===== src/rtl/core/smtc_pkg.sv =====
// Types and constants of the sliding mode temperature controller.
// Used by the divider, datapath, controller, top level and checker; depends on nothing.
package smtc_pkg;

   localparam int TEMP_W  = 16;
   localparam int ERR_W   = 17;
   localparam int DIFF_W  = 18;
   localparam int TIME_W  = 32;
   localparam int DRIVE_W = 16;
   localparam int CFG_W   = 16;
   localparam int THR_W   = 15;
   localparam int STAT_W  = 2;
   localparam int CHF_W   = 2;
   localparam int DT_W    = 10;
   localparam int PROD_W  = 28;
   localparam int DE_W    = 28;
   localparam int S_W     = 45;
   localparam int DIV_W   = 48;
   localparam int DVS_W   = 16;
   localparam int SAT_W   = 10;
   localparam int P1_W    = 32;
   localparam int P2_W    = 27;
   localparam int N_W     = 41;
   localparam int CNT_W   = 6;
   localparam int CIDX_W  = 3;
   localparam int REQ_W   = 72;
   localparam int RSP_W   = 24;

   localparam logic [DT_W-1:0]          DT_MAX     = 10'd1000;
   localparam logic [DT_W-1:0]          DT_DEFAULT = 10'd100;
   localparam logic signed [PROD_W-1:0] MS_PER_S   = 28'sd1000;
   localparam logic [DIV_W-1:0]         SAT_ONE    = 48'd256;

   localparam logic [CIDX_W-1:0] REG_ALPHA     = 3'd0;
   localparam logic [CIDX_W-1:0] REG_GAIN      = 3'd1;
   localparam logic [CIDX_W-1:0] REG_PHI       = 3'd2;
   localparam logic [CIDX_W-1:0] REG_LAM_HEAT  = 3'd3;
   localparam logic [CIDX_W-1:0] REG_LAM_COOL  = 3'd4;
   localparam logic [CIDX_W-1:0] REG_THRESHOLD = 3'd5;
   localparam logic [CIDX_W-1:0] REG_LIMIT     = 3'd6;

   localparam logic [CFG_W-1:0] RST_ALPHA     = 16'd3072;
   localparam logic [CFG_W-1:0] RST_GAIN      = 16'd2560;
   localparam logic [CFG_W-1:0] RST_PHI       = 16'd7680;
   localparam logic [CFG_W-1:0] RST_LAM_HEAT  = 16'd768;
   localparam logic [CFG_W-1:0] RST_LAM_COOL  = 16'd0;
   localparam logic [THR_W-1:0] RST_THRESHOLD = 15'd16;
   localparam logic [CFG_W-1:0] RST_LIMIT     = 16'd25600;

   typedef enum logic [STAT_W-1:0] {
      STATUS_NORMAL = 2'd0,
      STATUS_FIRST  = 2'd1,
      STATUS_COOL   = 2'd2
   } status_code_type;

   typedef enum logic [3:0] {
      S_IDLE, S_PREP, S_DE_MUL, S_DE_START, S_DE_WAIT, S_S_MUL, S_S_START,
      S_S_WAIT, S_N_MUL, S_N_SUM, S_U_START, S_U_WAIT, S_U_TAKE, S_EMIT
   } state_type;

   typedef enum logic [3:0] {
      OP_NONE, OP_LOAD, OP_PREP, OP_DE_MUL, OP_DE_DIV, OP_S_MUL, OP_S_DIV,
      OP_N_MUL, OP_N_SUM, OP_U_DIV, OP_U_TAKE, OP_EMIT
   } dp_op_type;

   typedef struct packed {
      dp_op_type op;
      logic      div_start;
   } cmd_type;

   typedef struct packed {
      logic first;
      logic cool;
      logic div_busy;
   } sts_type;

endpackage


===== src/rtl/core/smtc_div.sv =====
// Restoring divider, one quotient bit per cycle, for the controller datapath.
// Depends on smtc_pkg.
module smtc_div (
   input  logic                       clock,
   input  logic                       reset,
   input  logic                       start,
   input  logic [smtc_pkg::DIV_W-1:0] dividend,
   input  logic [smtc_pkg::DVS_W-1:0] divisor,
   output logic                       busy,
   output logic [smtc_pkg::DIV_W-1:0] quotient
);

   logic [smtc_pkg::CNT_W-1:0] cnt_ff, cnt_in;
   logic [smtc_pkg::DIV_W-1:0] quo_ff, quo_in;
   logic [smtc_pkg::DVS_W-1:0] rem_ff, rem_in;
   logic [smtc_pkg::DVS_W-1:0] dvs_ff, dvs_in;
   logic [smtc_pkg::DVS_W:0]   trial;

   always_comb begin
      trial  = {rem_ff, quo_ff[smtc_pkg::DIV_W-1]};
      cnt_in = cnt_ff;
      quo_in = quo_ff;
      rem_in = rem_ff;
      dvs_in = dvs_ff;
      if (start) begin
         cnt_in = smtc_pkg::CNT_W'(smtc_pkg::DIV_W);
         quo_in = dividend;
         rem_in = '0;
         dvs_in = divisor;
      end else if (cnt_ff != '0) begin
         cnt_in = cnt_ff - 1'b1;
         if (trial >= {1'b0, dvs_ff}) begin
            rem_in = smtc_pkg::DVS_W'(trial - {1'b0, dvs_ff});
            quo_in = {quo_ff[smtc_pkg::DIV_W-2:0], 1'b1};
         end else begin
            rem_in = trial[smtc_pkg::DVS_W-1:0];
            quo_in = {quo_ff[smtc_pkg::DIV_W-2:0], 1'b0};
         end
      end
   end

   always_ff @(posedge clock) begin
      if (reset) begin
         cnt_ff <= '0;
      end else begin
         cnt_ff <= cnt_in;
      end
      quo_ff <= quo_in;
      rem_ff <= rem_in;
      dvs_ff <= dvs_in;
   end

   assign busy     = (cnt_ff != '0);
   assign quotient = quo_ff;

endmodule


===== src/rtl/core/smtc_datapath.sv =====
// Datapath of the sliding mode temperature controller: configuration, channel state,
// arithmetic steps and result register. Depends on smtc_pkg and smtc_div.
module smtc_datapath #(
   parameter int CHANNELS = 4
) (
   input  logic                          clock,
   input  logic                          reset,
   input  smtc_pkg::cmd_type             cmd,
   output smtc_pkg::sts_type             sts,
   input  logic                          csr_valid,
   input  logic [smtc_pkg::CIDX_W-1:0]   csr_index,
   input  logic [smtc_pkg::CFG_W-1:0]    csr_data,
   input  logic [smtc_pkg::CHF_W-1:0]    in_channel,
   input  logic signed [smtc_pkg::TEMP_W-1:0] in_temperature,
   input  logic signed [smtc_pkg::TEMP_W-1:0] in_target,
   input  logic [smtc_pkg::TIME_W-1:0]   in_timestamp_ms,
   output logic [smtc_pkg::CHF_W-1:0]    out_channel,
   output logic [smtc_pkg::DRIVE_W-1:0]  drive,
   output logic [smtc_pkg::STAT_W-1:0]   status
);

   localparam int IW = (CHANNELS > 1) ? $clog2(CHANNELS) : 1;

   // Configuration registers.
   logic [smtc_pkg::CFG_W-1:0] alpha_ff, gain_ff, phi_ff, lheat_ff, lcool_ff, limit_ff;
   logic [smtc_pkg::THR_W-1:0] thr_ff;

   // Channel state.
   logic                               started_ff [CHANNELS];
   logic [smtc_pkg::TIME_W-1:0]        ptime_ff   [CHANNELS];
   logic signed [smtc_pkg::ERR_W-1:0]  perr_ff    [CHANNELS];
   logic [smtc_pkg::DRIVE_W-1:0]       pdrive_ff  [CHANNELS];

   // Request and working registers.
   logic [smtc_pkg::CHF_W-1:0]         chf_ff;
   logic signed [smtc_pkg::TEMP_W-1:0] temp_ff, tgt_ff;
   logic [smtc_pkg::TIME_W-1:0]        now_ff;
   logic signed [smtc_pkg::DIFF_W-1:0] diff_ff;
   logic [smtc_pkg::DT_W-1:0]          dt_ff;
   logic signed [smtc_pkg::PROD_W-1:0] prod_ff;
   logic signed [smtc_pkg::DE_W-1:0]   de_ff;
   logic signed [smtc_pkg::S_W-1:0]    s_ff;
   logic [smtc_pkg::P1_W-1:0]          p1_ff;
   logic signed [smtc_pkg::P2_W-1:0]   p2_ff;
   logic signed [smtc_pkg::N_W-1:0]    n_ff;
   logic [smtc_pkg::DRIVE_W-1:0]       res_drive_ff;
   logic [smtc_pkg::STAT_W-1:0]        res_status_ff;
   logic [smtc_pkg::CHF_W-1:0]         rsp_chan_ff;
   logic [smtc_pkg::DRIVE_W-1:0]       rsp_drive_ff;
   logic [smtc_pkg::STAT_W-1:0]        rsp_status_ff;

   logic [IW-1:0]                      idx;
   logic signed [smtc_pkg::ERR_W-1:0]  err;
   logic [smtc_pkg::TIME_W-1:0]        d_raw;
   logic [smtc_pkg::DT_W-1:0]          d_sel;
   logic                               first, cool;
   logic [smtc_pkg::CFG_W-1:0]         alpha_eff, phi_eff, lam;
   logic signed [smtc_pkg::DE_W-1:0]   de_c;
   logic signed [smtc_pkg::S_W-1:0]    s_c;
   logic [smtc_pkg::PROD_W-1:0]        prod_mag;
   logic [smtc_pkg::S_W-1:0]           s_mag;
   logic [8:0]                         sat_mag;
   logic signed [smtc_pkg::SAT_W-1:0]  sat_c;
   logic [smtc_pkg::DRIVE_W-1:0]       u_c;
   logic [smtc_pkg::DIV_W-1:0]         dividend, quotient;
   logic [smtc_pkg::DVS_W-1:0]         divisor;
   logic                               div_busy;

   // Channel field folded onto the implemented channels.
   always_comb begin
      logic [4:0] red;
      red = 5'(chf_ff);
      for (int k = 0; k < 3; k++) begin
         if (red >= 5'(CHANNELS)) begin
            red = red - 5'(CHANNELS);
         end
      end
      idx = red[IW-1:0];
   end

   assign err   = smtc_pkg::ERR_W'(tgt_ff) - smtc_pkg::ERR_W'(temp_ff);
   assign d_raw = now_ff - ptime_ff[idx];
   assign d_sel = (d_raw == '0 || d_raw > smtc_pkg::TIME_W'(smtc_pkg::DT_MAX)) ?
                  smtc_pkg::DT_DEFAULT : d_raw[smtc_pkg::DT_W-1:0];
   assign first = !started_ff[idx];
   assign cool  = err < -$signed({2'b00, thr_ff});

   assign alpha_eff = (alpha_ff == '0) ? smtc_pkg::CFG_W'(1) : alpha_ff;
   assign phi_eff   = (phi_ff == '0) ? smtc_pkg::CFG_W'(1) : phi_ff;

   // Signed derivative from the magnitude quotient, truncated toward zero.
   assign prod_mag = prod_ff[smtc_pkg::PROD_W-1] ? smtc_pkg::PROD_W'(-prod_ff) : prod_ff;
   assign de_c = prod_ff[smtc_pkg::PROD_W-1] ? -$signed(quotient[smtc_pkg::DE_W-1:0]) :
                 $signed(quotient[smtc_pkg::DE_W-1:0]);
   assign lam  = (de_c > 0) ? lcool_ff : lheat_ff;
   assign s_c  = (smtc_pkg::S_W'(err) <<< 8) +
                 smtc_pkg::S_W'($signed({1'b0, lam}) * de_c);

   assign s_mag   = s_ff[smtc_pkg::S_W-1] ? smtc_pkg::S_W'(-s_ff) : s_ff;
   assign sat_mag = (quotient > smtc_pkg::SAT_ONE) ? 9'd256 : quotient[8:0];
   assign sat_c   = s_ff[smtc_pkg::S_W-1] ? -$signed({1'b0, sat_mag}) :
                    $signed({1'b0, sat_mag});

   assign u_c = n_ff[smtc_pkg::N_W-1] ? '0 :
                (quotient > smtc_pkg::DIV_W'(limit_ff)) ? limit_ff :
                quotient[smtc_pkg::DRIVE_W-1:0];

   always_comb begin
      case (cmd.op)
         smtc_pkg::OP_DE_DIV: begin
            dividend = smtc_pkg::DIV_W'(prod_mag);
            divisor  = smtc_pkg::DVS_W'(dt_ff);
         end
         smtc_pkg::OP_S_DIV: begin
            dividend = {s_mag[smtc_pkg::DIV_W-5:0], 4'b0000};
            divisor  = phi_eff;
         end
         default: begin
            dividend = smtc_pkg::DIV_W'(n_ff[smtc_pkg::N_W-2:0]);
            divisor  = alpha_eff;
         end
      endcase
   end

   smtc_div u_div (
      .clock    (clock),
      .reset    (reset),
      .start    (cmd.div_start),
      .dividend (dividend),
      .divisor  (divisor),
      .busy     (div_busy),
      .quotient (quotient)
   );

   always_ff @(posedge clock) begin
      if (reset) begin
         alpha_ff <= smtc_pkg::RST_ALPHA;
         gain_ff  <= smtc_pkg::RST_GAIN;
         phi_ff   <= smtc_pkg::RST_PHI;
         lheat_ff <= smtc_pkg::RST_LAM_HEAT;
         lcool_ff <= smtc_pkg::RST_LAM_COOL;
         thr_ff   <= smtc_pkg::RST_THRESHOLD;
         limit_ff <= smtc_pkg::RST_LIMIT;
      end else if (csr_valid) begin
         case (csr_index)
            smtc_pkg::REG_ALPHA:     alpha_ff <= csr_data;
            smtc_pkg::REG_GAIN:      gain_ff  <= csr_data;
            smtc_pkg::REG_PHI:       phi_ff   <= csr_data;
            smtc_pkg::REG_LAM_HEAT:  lheat_ff <= csr_data;
            smtc_pkg::REG_LAM_COOL:  lcool_ff <= csr_data;
            smtc_pkg::REG_THRESHOLD: thr_ff   <= csr_data[smtc_pkg::THR_W-1:0];
            smtc_pkg::REG_LIMIT:     limit_ff <= csr_data;
            default: ;
         endcase
      end
   end

   always_ff @(posedge clock) begin
      if (reset) begin
         for (int i = 0; i < CHANNELS; i++) begin
            started_ff[i] <= 1'b0;
            ptime_ff[i]   <= '0;
            perr_ff[i]    <= '0;
            pdrive_ff[i]  <= '0;
         end
      end else if (cmd.op == smtc_pkg::OP_PREP) begin
         started_ff[idx] <= 1'b1;
         ptime_ff[idx]   <= now_ff;
         if (!first && cool) begin
            perr_ff[idx]   <= err;
            pdrive_ff[idx] <= '0;
         end
      end else if (cmd.op == smtc_pkg::OP_U_TAKE) begin
         perr_ff[idx]   <= err;
         pdrive_ff[idx] <= u_c;
      end
   end

   always_ff @(posedge clock) begin
      case (cmd.op)
         smtc_pkg::OP_LOAD: begin
            chf_ff  <= in_channel;
            temp_ff <= in_temperature;
            tgt_ff  <= in_target;
            now_ff  <= in_timestamp_ms;
         end
         smtc_pkg::OP_PREP: begin
            diff_ff       <= smtc_pkg::DIFF_W'(err) - smtc_pkg::DIFF_W'(perr_ff[idx]);
            dt_ff         <= d_sel;
            res_drive_ff  <= '0;
            res_status_ff <= first ? smtc_pkg::STATUS_FIRST : smtc_pkg::STATUS_COOL;
         end
         smtc_pkg::OP_DE_MUL: prod_ff <= smtc_pkg::PROD_W'(diff_ff) * smtc_pkg::MS_PER_S;
         smtc_pkg::OP_S_MUL: begin
            de_ff <= de_c;
            s_ff  <= s_c;
         end
         smtc_pkg::OP_N_MUL: begin
            p1_ff <= alpha_eff * pdrive_ff[idx];
            p2_ff <= smtc_pkg::P2_W'($signed({1'b0, gain_ff}) * sat_c);
         end
         smtc_pkg::OP_N_SUM: begin
            n_ff <= (smtc_pkg::N_W'(de_ff) <<< 12) + smtc_pkg::N_W'({1'b0, p1_ff}) +
                    smtc_pkg::N_W'(p2_ff);
         end
         smtc_pkg::OP_U_TAKE: begin
            res_drive_ff  <= u_c;
            res_status_ff <= smtc_pkg::STATUS_NORMAL;
         end
         smtc_pkg::OP_EMIT: begin
            rsp_chan_ff   <= chf_ff;
            rsp_drive_ff  <= res_drive_ff;
            rsp_status_ff <= res_status_ff;
         end
         default: ;
      endcase
   end

   assign sts.first    = first;
   assign sts.cool     = cool;
   assign sts.div_busy = div_busy;

   assign out_channel = rsp_chan_ff;
   assign drive       = rsp_drive_ff;
   assign status      = rsp_status_ff;

endmodule


===== src/rtl/core/smtc_ctrl.sv =====
// Sequencing state machine of the sliding mode temperature controller.
// Depends on smtc_pkg; drives the datapath by command and reads its status.
module smtc_ctrl (
   input  logic              clock,
   input  logic              reset,
   input  logic              req_tvalid,
   output logic              req_tready,
   output logic              rsp_tvalid,
   input  logic              rsp_tready,
   input  smtc_pkg::sts_type sts,
   output smtc_pkg::cmd_type cmd
);

   smtc_pkg::state_type state_ff, state_in;
   logic                valid_ff, valid_in;
   logic                slot_free;

   assign slot_free = !valid_ff || rsp_tready;

   always_comb begin
      state_in = state_ff;
      case (state_ff)
         smtc_pkg::S_IDLE:     if (req_tvalid) state_in = smtc_pkg::S_PREP;
         smtc_pkg::S_PREP:     state_in = (sts.first || sts.cool) ? smtc_pkg::S_EMIT :
                                          smtc_pkg::S_DE_MUL;
         smtc_pkg::S_DE_MUL:   state_in = smtc_pkg::S_DE_START;
         smtc_pkg::S_DE_START: state_in = smtc_pkg::S_DE_WAIT;
         smtc_pkg::S_DE_WAIT:  if (!sts.div_busy) state_in = smtc_pkg::S_S_MUL;
         smtc_pkg::S_S_MUL:    state_in = smtc_pkg::S_S_START;
         smtc_pkg::S_S_START:  state_in = smtc_pkg::S_S_WAIT;
         smtc_pkg::S_S_WAIT:   if (!sts.div_busy) state_in = smtc_pkg::S_N_MUL;
         smtc_pkg::S_N_MUL:    state_in = smtc_pkg::S_N_SUM;
         smtc_pkg::S_N_SUM:    state_in = smtc_pkg::S_U_START;
         smtc_pkg::S_U_START:  state_in = smtc_pkg::S_U_WAIT;
         smtc_pkg::S_U_WAIT:   if (!sts.div_busy) state_in = smtc_pkg::S_U_TAKE;
         smtc_pkg::S_U_TAKE:   state_in = smtc_pkg::S_EMIT;
         smtc_pkg::S_EMIT:     if (slot_free) state_in = smtc_pkg::S_IDLE;
         default:              state_in = smtc_pkg::S_IDLE;
      endcase
   end

   always_comb begin
      cmd.op        = smtc_pkg::OP_NONE;
      cmd.div_start = 1'b0;
      req_tready    = 1'b0;
      valid_in      = valid_ff && !rsp_tready;
      case (state_ff)
         smtc_pkg::S_IDLE: begin
            req_tready = 1'b1;
            if (req_tvalid) cmd.op = smtc_pkg::OP_LOAD;
         end
         smtc_pkg::S_PREP:     cmd.op = smtc_pkg::OP_PREP;
         smtc_pkg::S_DE_MUL:   cmd.op = smtc_pkg::OP_DE_MUL;
         smtc_pkg::S_DE_START: begin
            cmd.op        = smtc_pkg::OP_DE_DIV;
            cmd.div_start = 1'b1;
         end
         smtc_pkg::S_S_MUL:    if (!sts.div_busy) cmd.op = smtc_pkg::OP_S_MUL;
         smtc_pkg::S_S_START: begin
            cmd.op        = smtc_pkg::OP_S_DIV;
            cmd.div_start = 1'b1;
         end
         smtc_pkg::S_N_MUL:    cmd.op = smtc_pkg::OP_N_MUL;
         smtc_pkg::S_N_SUM:    cmd.op = smtc_pkg::OP_N_SUM;
         smtc_pkg::S_U_START: begin
            cmd.op        = smtc_pkg::OP_U_DIV;
            cmd.div_start = 1'b1;
         end
         smtc_pkg::S_U_TAKE:   cmd.op = smtc_pkg::OP_U_TAKE;
         smtc_pkg::S_EMIT: begin
            if (slot_free) begin
               cmd.op   = smtc_pkg::OP_EMIT;
               valid_in = 1'b1;
            end
         end
         default: ;
      endcase
   end

   always_ff @(posedge clock) begin
      if (reset) begin
         state_ff <= smtc_pkg::S_IDLE;
         valid_ff <= 1'b0;
      end else begin
         state_ff <= state_in;
         valid_ff <= valid_in;
      end
   end

   assign rsp_tvalid = valid_ff;

endmodule


===== src/rtl/core/sliding_mode_temperature_controller.sv =====
// A first or forced-cooling request goes from its preparation step straight to emit; a controlled
// one takes three passes of the shared bit-serial divider (derivative, boundary layer
// saturation, drive). One request at a time: the next is accepted only after the previous one
// has reached the emit step and the controller is idle again, and a new one is taken
// while the previous result waits in the output register. Synchronous active-high reset
// restores the default gains and clears every channel's state at once.
module sliding_mode_temperature_controller #(
   parameter int CHANNELS = 4
) (
   input  logic                          clock,
   input  logic                          reset,
   input  logic                          req_tvalid,
   output logic                          req_tready,
   // [1:0] channel, [17:2] temperature, [33:18] target, [65:34] timestamp_ms
   input  logic [smtc_pkg::REQ_W-1:0]    req_tdata,
   output logic                          rsp_tvalid,
   input  logic                          rsp_tready,
   // [1:0] out_channel, [17:2] drive, [19:18] status
   output logic [smtc_pkg::RSP_W-1:0]    rsp_tdata,
   input  logic                          csr_valid,
   output logic                          csr_ready,
   input  logic [smtc_pkg::CIDX_W-1:0]   csr_index,
   input  logic [smtc_pkg::CFG_W-1:0]    csr_data
);

   smtc_pkg::cmd_type                 cmd;
   smtc_pkg::sts_type                 sts;
   logic [smtc_pkg::CHF_W-1:0]        out_channel;
   logic [smtc_pkg::DRIVE_W-1:0]      drive;
   logic [smtc_pkg::STAT_W-1:0]       status;

   assign csr_ready = 1'b1;

   smtc_ctrl u_ctrl (
      .clock      (clock),
      .reset      (reset),
      .req_tvalid (req_tvalid),
      .req_tready (req_tready),
      .rsp_tvalid (rsp_tvalid),
      .rsp_tready (rsp_tready),
      .sts        (sts),
      .cmd        (cmd)
   );

   smtc_datapath #(.CHANNELS(CHANNELS)) u_datapath (
      .clock           (clock),
      .reset           (reset),
      .cmd             (cmd),
      .sts             (sts),
      .csr_valid       (csr_valid),
      .csr_index       (csr_index),
      .csr_data        (csr_data),
      .in_channel      (req_tdata[1:0]),
      .in_temperature  ($signed(req_tdata[17:2])),
      .in_target       ($signed(req_tdata[33:18])),
      .in_timestamp_ms (req_tdata[65:34]),
      .out_channel     (out_channel),
      .drive           (drive),
      .status          (status)
   );

   assign rsp_tdata = {4'b0000, status, drive, out_channel};

endmodule


===== config.mk =====
export PLATFORM = sky130hd
export DESIGN_NAME = sliding_mode_temperature_controller
export DESIGN_NICKNAME = d
export VERILOG_FILES = /design/src/rtl/core/smtc_pkg.sv /design/src/rtl/core/smtc_div.sv /design/src/rtl/core/smtc_datapath.sv /design/src/rtl/core/smtc_ctrl.sv /design/src/rtl/core/sliding_mode_temperature_controller.sv
export SDC_FILE = /design/constraint.sdc
export NUM_CORES = 2
export LEC_CHECK = 0
export ABC_AREA = 1
export CAP_MARGIN = 10
export CORE_MARGIN = 4
export CORE_UTILIZATION = 45
export CTS_BUF_LIST = sky130_fd_sc_hd__clkbuf_16
export DETAILED_ROUTE_END_ITERATION = 10
export DONT_BUFFER_PORTS = 1
export PLACE_DENSITY = 0.58
export SYNTH_ARGS = -nofsm -noshare
export SYNTH_HDL_FRONTEND = slang
export SYNTH_SLANG_ARGS = --single-unit

===== constraint.sdc =====
create_clock -name clock -period 10.5 [get_ports clock]
set_input_delay 0.525 -clock clock [delete_from_list [all_inputs] [get_ports clock]]
set_output_delay 0.525 -clock clock [all_outputs]
set_load 0.005 [all_outputs]

Yosys cells after proc, flatten, opt, wreduce, memory -nomap -nowiden:

Memories as Yosys holds them, arrays and structs flattened. A register that Yosys moved wholly into a read port is not among the register bits.
Index checks and enable logic that the tools add are counted.

* register bits after elaboration: 532
* bits in writable memories: 264
* input port bits: 96
* output and inout port bits: 27
* logic and storage cells: 191
* memories kept: 4

* add/sub/neg operators: 13
* multipliers: 4
* order comparisons: 6
* eq/ne operators: 34
* muxes and demuxes: 67
* bitwise gates (word level): 2
* reduce and logical (&&, ||, !) cells: 30

Memories
* u_datapath.ptime_ff: words 4, bits a word 32, rd ports 1, clocked after Yosys merged registers in 1, write ports 4, RTL line smtc_datapath.sv:30 `logic [smtc_pkg::TIME_W-1:0] ptime_ff [CHANNELS];`
* u_datapath.perr_ff: words 4, bits a word 17, rd ports 1, clocked after Yosys merged registers in 1, write ports 4, RTL line smtc_datapath.sv:31 `logic signed [smtc_pkg::ERR_W-1:0] perr_ff [CHANNELS];`
* u_datapath.pdrive_ff: words 4, bits a word 16, rd ports 1, clocked after Yosys merged registers in 1, write ports 4, RTL line smtc_datapath.sv:32 `logic [smtc_pkg::DRIVE_W-1:0] pdrive_ff [CHANNELS];`
* u_datapath.started_ff: words 4, bits a word 1, rd ports 1, clocked after Yosys merged registers in 1, write ports 4, RTL line smtc_datapath.sv:29 `logic started_ff [CHANNELS];`

Operators by type and width (count)
* 16-bit 2-to-1 mux: 8
* 48-bit 2-to-1 mux: 2
* 48-bit case mux with 2 select lines: 1
* 16-bit case mux with 2 select lines: 2
* 28-bit 2-to-1 mux: 2
* 28-bit negation: 2
* 4-bit case mux with 14 select lines: 1
* 48-bit by 16-bit greater-than comparator with 1-bit output: 1
* 48-bit by 9-bit greater-than comparator with 1-bit output (second input constant): 1
* 25-bit by 45-bit adder with 45-bit output: 1
* 17-bit by 28-bit multiplier with 45-bit output: 1
* 44-bit 2-to-1 mux: 1
* 44-bit negation: 1
* 4-bit case mux with 11 select lines: 1
* 40-bit by 33-bit adder with 41-bit output: 1
* 41-bit adder: 1
* 4-bit equality test (second input constant): 9
* 17-bit 2-to-1 mux: 2
* 4-bit by 3-bit equality test with 1-bit output (second input constant): 8
* 32-bit by 10-bit greater-than comparator with 1-bit output (second input constant): 1
* 16-bit zero test: 2
* 32-bit zero test: 1
* 16-bit by 16-bit multiplier with 32-bit output: 1
* 32-bit 2-to-1 mux: 1
* other kinds (43): 104

Depth between registers and ports, before layout:

* depth after elaboration: 12
* mapped depth: 45
* depth with buffers taken out: 42

By module:

A second synthesis with hierarchy kept.

* cells, all modules: 8684
* area total of the unflattened synthesis: 75632.5 um^2

By module, submodules not included
* smtc_datapath: times used 1, cells an instance 8005, area an instance 70433.8 um^2, seq. area each 20099.3 um^2
* smtc_div: times used 1, cells an instance 587, area an instance 4662.0 um^2, seq. area each 2362.3 um^2
* smtc_ctrl: times used 1, cells an instance 85, area an instance 491.7 um^2, seq. area each 100.1 um^2
* sliding_mode_temperature_controller: times used 1, cells an instance 7, area an instance 45.0 um^2, seq. area each 0.0 um^2

Worst setup path after synthesis:

No wires, ideal clock.

* kind: register to register
* start: register u_datapath.u_div.quo_ff (netlist bit u_datapath.u_div.quotient[0])
* end: register u_datapath.s_ff[44] (netlist name) (data pin)
* setup time: 265 ps
* arrival: 7983 ps
* data required time: 10235 ps
* slack: 2252 ps
* stages on the path, launching flop included: 35
* path buffers: 3
* clock period less this slack: 8248 ps
* cells stage by stage: edfxtp_1 > inv_1 > clkbuf_1 > ha_1 > nand2_2 > nor2_4 > nand3_1 > nand2_1 > xor2_2 > nand2_1 > nor2_1 > nand2_1 > nor2_2 > nand2_4 > buf_6 > nand3b_2 > nand2_4 > buf_4 > nor2_1 > fa_1 > fa_1 > fa_1 > fa_1 > fa_1 > inv_1 > fa_1 > inv_1 > ha_1 > nand2_1 > nor2_1 > inv_1 > nor4_1 > nand3_1 > o211ai_1 > xor2_1

* cells in the longest elaborated chain, start to end: 6

RTL lines
* start: declaration: RTL line smtc_div.sv:14 `logic [smtc_pkg::DIV_W-1:0] quo_ff, quo_in;`
* start signal: assignment: RTL line smtc_div.sv:48 `quo_ff <= quo_in;`
* 28-bit negation: RTL line smtc_datapath.sv:93 `assign de_c = prod_ff[smtc_pkg::PROD_W-1] ? -$signed(quotient[smtc_pkg::DE_W-1:0]) :`
* 28-bit 2-to-1 mux (*): RTL line smtc_datapath.sv:93
* 28-bit by 1-bit greater-than comparator with 1-bit output: RTL line smtc_datapath.sv:95 `assign lam = (de_c > 0) ? lcool_ff : lheat_ff;`
* 16-bit 2-to-1 mux: RTL line smtc_datapath.sv:95
* 17-bit by 28-bit multiplier with 45-bit output (*): RTL line smtc_datapath.sv:97 `smtc_pkg::S_W'($signed({1'b0, lam}) * de_c);`
* 25-bit by 45-bit adder with 45-bit output (*): RTL line smtc_datapath.sv:96 `assign s_c = (smtc_pkg::S_W'(err) <<< 8) +`
* via u_datapath.s_c (one bit): RTL line smtc_datapath.sv:59 `logic signed [smtc_pkg::S_W-1:0] s_c;`
* end signal: assignment: RTL line smtc_datapath.sv:196 `s_ff <= s_c;`
* end: declaration: RTL line smtc_datapath.sv:42 `logic signed [smtc_pkg::S_W-1:0] s_ff;`

The timed path passes the listed nets; every way through them passes the cells marked *.
A chain may end at the register's enable or synchronous reset.

Worst setup path in the final report:

* start: register u_datapath.u_div.quo_ff (netlist bit u_datapath.u_div.quotient[11])
* end: register u_datapath.s_ff[42] (netlist name) (data pin)

* cells in the longest elaborated chain, start to end: 6

RTL lines
* 28-bit negation (*): RTL line smtc_datapath.sv:93
* 28-bit 2-to-1 mux (*): RTL line smtc_datapath.sv:93
* via u_datapath.de_c (one bit): RTL line smtc_datapath.sv:58 `logic signed [smtc_pkg::DE_W-1:0] de_c;`
* 28-bit by 1-bit greater-than comparator with 1-bit output: RTL line smtc_datapath.sv:95
* 16-bit 2-to-1 mux: RTL line smtc_datapath.sv:95
* 17-bit by 28-bit multiplier with 45-bit output (*): RTL line smtc_datapath.sv:97
* 25-bit by 45-bit adder with 45-bit output (*): RTL line smtc_datapath.sv:96
* via u_datapath.s_c (one bit): RTL line smtc_datapath.sv:59

Marks and branches as above.

==> flow_metrics.tcl <==
set metrics [dict create \
    r2r-end "u_datapath.s_ff[42]" \
    status "finished, final reports clean" \
    rows 149 \
    synthArstFlopShare_pct 0 \
    hold_path_class "input pin to flop" \
    finalSetupTns_ps 0 \
    worst_path_max_delay_cell "nand2_1" \
    synth_area_um2 75300 \
    worstSetupEndpoint "u_datapath.s_ff[42]" \
    layout_min_cycle_time_ps 9850 \
    crit_fanout 17 \
    max_stage_delay_ps 710 \
    clock_skew_ps 67.0 \
    viasPerCell 5.44 \
    critPathKind "flop to flop" \
    antenna_found_initial 22 \
    cp-start-kind "flop" \
    clkLatencyLatePin_ps 740 \
    hold_buffers 91 \
    critical_path.startpoint "u_datapath.u_div.quotient[11]" \
    final_layout_size_suffix_gt1_share_pct 3.93 \
    routed_wl_um 236000 \
    tightest_slew_ps 1170 \
    drv_slew 0 \
    stdcell_area_um2 81800 \
    port_buffers 0 \
    cts_buffer_depth 3 \
    drc 0 \
    yosysSeqAreaShare_pct 30.0 \
    postRouteAntennaNets 0 \
    max_freq_mhz 101 \
    ys_warn_count 0 \
    critical_path_arrival_ps 10310 \
    cp.required_ps 10960 \
    hold_start "csr_data[5]" \
    yosysTopAreaCellShare_pct 26.2 \
    hold_violations 0 \
    stdcell_count 10973 \
    place_area_um2 77900 \
    initial_core_util_pct 45.4 \
    cts_max_level 3 \
    cts_buffers 91 \
    wl_per_cell_um 21.5 \
    synth-main-ff-cell "edfxtp_1" \
    grt_pass1_vias 58974 \
    post-route-period-util_pct 93.9 \
    synthToLayoutAreaGrowth_pct 8.55 \
    die-area_um2 174000 \
    dieHeight_um 417 \
    ys_top_cells_by_area "edfxtp_1 (26%), fa_1 (23%), ha_1 (9.0%)" \
    r2r_cells 35 \
    setup_viol 0 \
    gr-total-overflow 0 \
    cts_resized 0 \
    drv_cap 0 \
    dp_hpwl_um 181000 \
    post_cts_buffers 0 \
    synth-seq-cells 798 \
    gp_congestion 0.966 \
    layout.nets 10174 \
    vias 59703 \
    synthCells 8651 \
    ys_types 62 \
    cts_sinks 798 \
    syn_area_per_cell_um2 8.71 \
    yosys.cell_count.top_type "inv_1" \
    end_kind "flop" \
    placeableCoreArea_um2 166000 \
    reg2reg_from "u_datapath.u_div.quotient[11]" \
    drt_iter0_drc 5335 \
    clk_pin_slew_ps 60 \
    rsz0062_at_grt "no" \
    synth_edf_count 658 \
    synthTopCellsByCount "inv_1 (1683), nand2_1 (1333), nor2_1 (1118)" \
    grt_max_degree 89 \
    root_buffer "clkbuf_16" \
    io_pins 123 \
    track_usage_pct 26.9 \
    grt_pass1_wl_um 359000 \
    die_x_um 417 \
    cts_tree "built" \
    r2r_slack_ps 650 \
    dp.cells 10694 \
    drtPass1Iterations 6 \
    relSlewSlack_pct 22.0 \
    yosysTopAreaCell "edfxtp_1" \
]
==> stage by stage <==
step	setup slack (ps)	hold WS [ps]	util, %
6_report	646	41.4	49.3
3_5_place_dp	771	405	47.0
2_1_floorplan	2250	400	-
3_3_place_gp	871	406	47.0
4_1_cts	795	0.215	49.3
5_1_grt	43.7	20.5	49.3
==> per-layer routing <==
layer | GRT usage [%] | vias up | part of all wire (%)
li1 | - | 27631 | -
met1 | 36.9 | 29455 | 43
met5 | 0 | - | 0
met2 | 43.0 | 2163 | 46
met4 | 10.1 | 0 | 4.1
met3 | 4.57 | 454 | 7.3
==> cell families (layout without fill, tap and decap cells) <==
family | count (synthesis) | count (layout) | synth area share, %
compound gates | 1097 | 1097 | 8.28
flops | 798 | 798 | 30.0
fa+ha+maj | 1389 | 1389 | 31.5
other cells | 2 | 25 | 0.00997
buf+inv | 1967 | 2077 | 9.98
simple gates | 3149 | 3149 | 17.3
xor+xnor | 249 | 249 | 2.91
==> registers in the layout (all words and copies together) (netlist names), 18 cells and up, named ones only <==
name                       cells
u_datapath.p1_ff              32
u_datapath.now_ff             32
u_datapath.pdrive_ff          64
u_datapath.n_ff               41
u_datapath.prod_ff            25
u_datapath.perr_ff            68
u_datapath.p2_ff              27
u_datapath.diff_ff            18
u_datapath.de_ff              28
u_datapath.s_ff               45
u_datapath.u_div.quotient     48
u_datapath.ptime_ff          128
==> layout make-up <==
type | instances | area, um2
well taps | 2189 | 2740
multi-input cells | 5889 | 45300
inverters | 1709 | 6420
fillers | 15846 | 84000
clock buffers | 91 | 2280
repair buffers | 200 | 1730
clock inverters | 77 | 643
diodes | 20 | 50.0
flip-flops and latches | 798 | 22600
==> layout by cell type (no fill, tap or decap), drive strengths merged, types with 5 or more instances in the layout <==
master / instances
nand4: 54
o211ai: 38
o22ai: 11
nor2: 1124
conb: 5
nand3: 448
clkinv: 58
nor3: 88
buf: 109
or2: 16
fa: 849
clkinvlp: 8
a41oi: 7
a21boi: 8
o31ai: 5
edfxtp: 658
nor4: 24
o21ai: 357
inv: 1716
ha: 540
a32o: 46
a21o: 27
o2111ai: 7
dfxtp: 140
a211oi: 6
and3: 6
a31oi: 42
xnor2: 78
nand3b: 23
nand2: 1360
o221ai: 12
xor2: 171
a21oi: 483
diode: 20
clkbuf: 91
dlygate4sd3: 91
o21bai: 17
o21a: 14
==> worst min-delay path by stage <==
stage                              to  depth (start not counted)
2_1_floorplan     u_datapath.drive[0]                          0
3_3_place_gp     u_datapath.drive[13]                          0
3_5_place_dp     u_datapath.drive[13]                          0
4_1_cts        u_datapath.alpha_ff[3]                          2
5_1_grt        u_datapath.lheat_ff[5]                          2
6_report       u_datapath.lheat_ff[5]                          2
==> worst max-delay path, delay by kind of cell, from the launching register on <==
family          cells  cell delay, ps
xor+xnor            1             150
buf+inv             6             590
simple gates       17            3540
compound gates      4            1230
fa+ha+maj           7            3520
flops               1             510
Power is left out: the tool's default activity adds up to more than one toggle a clock period on the data nets, which glitch-free logic cannot reach.
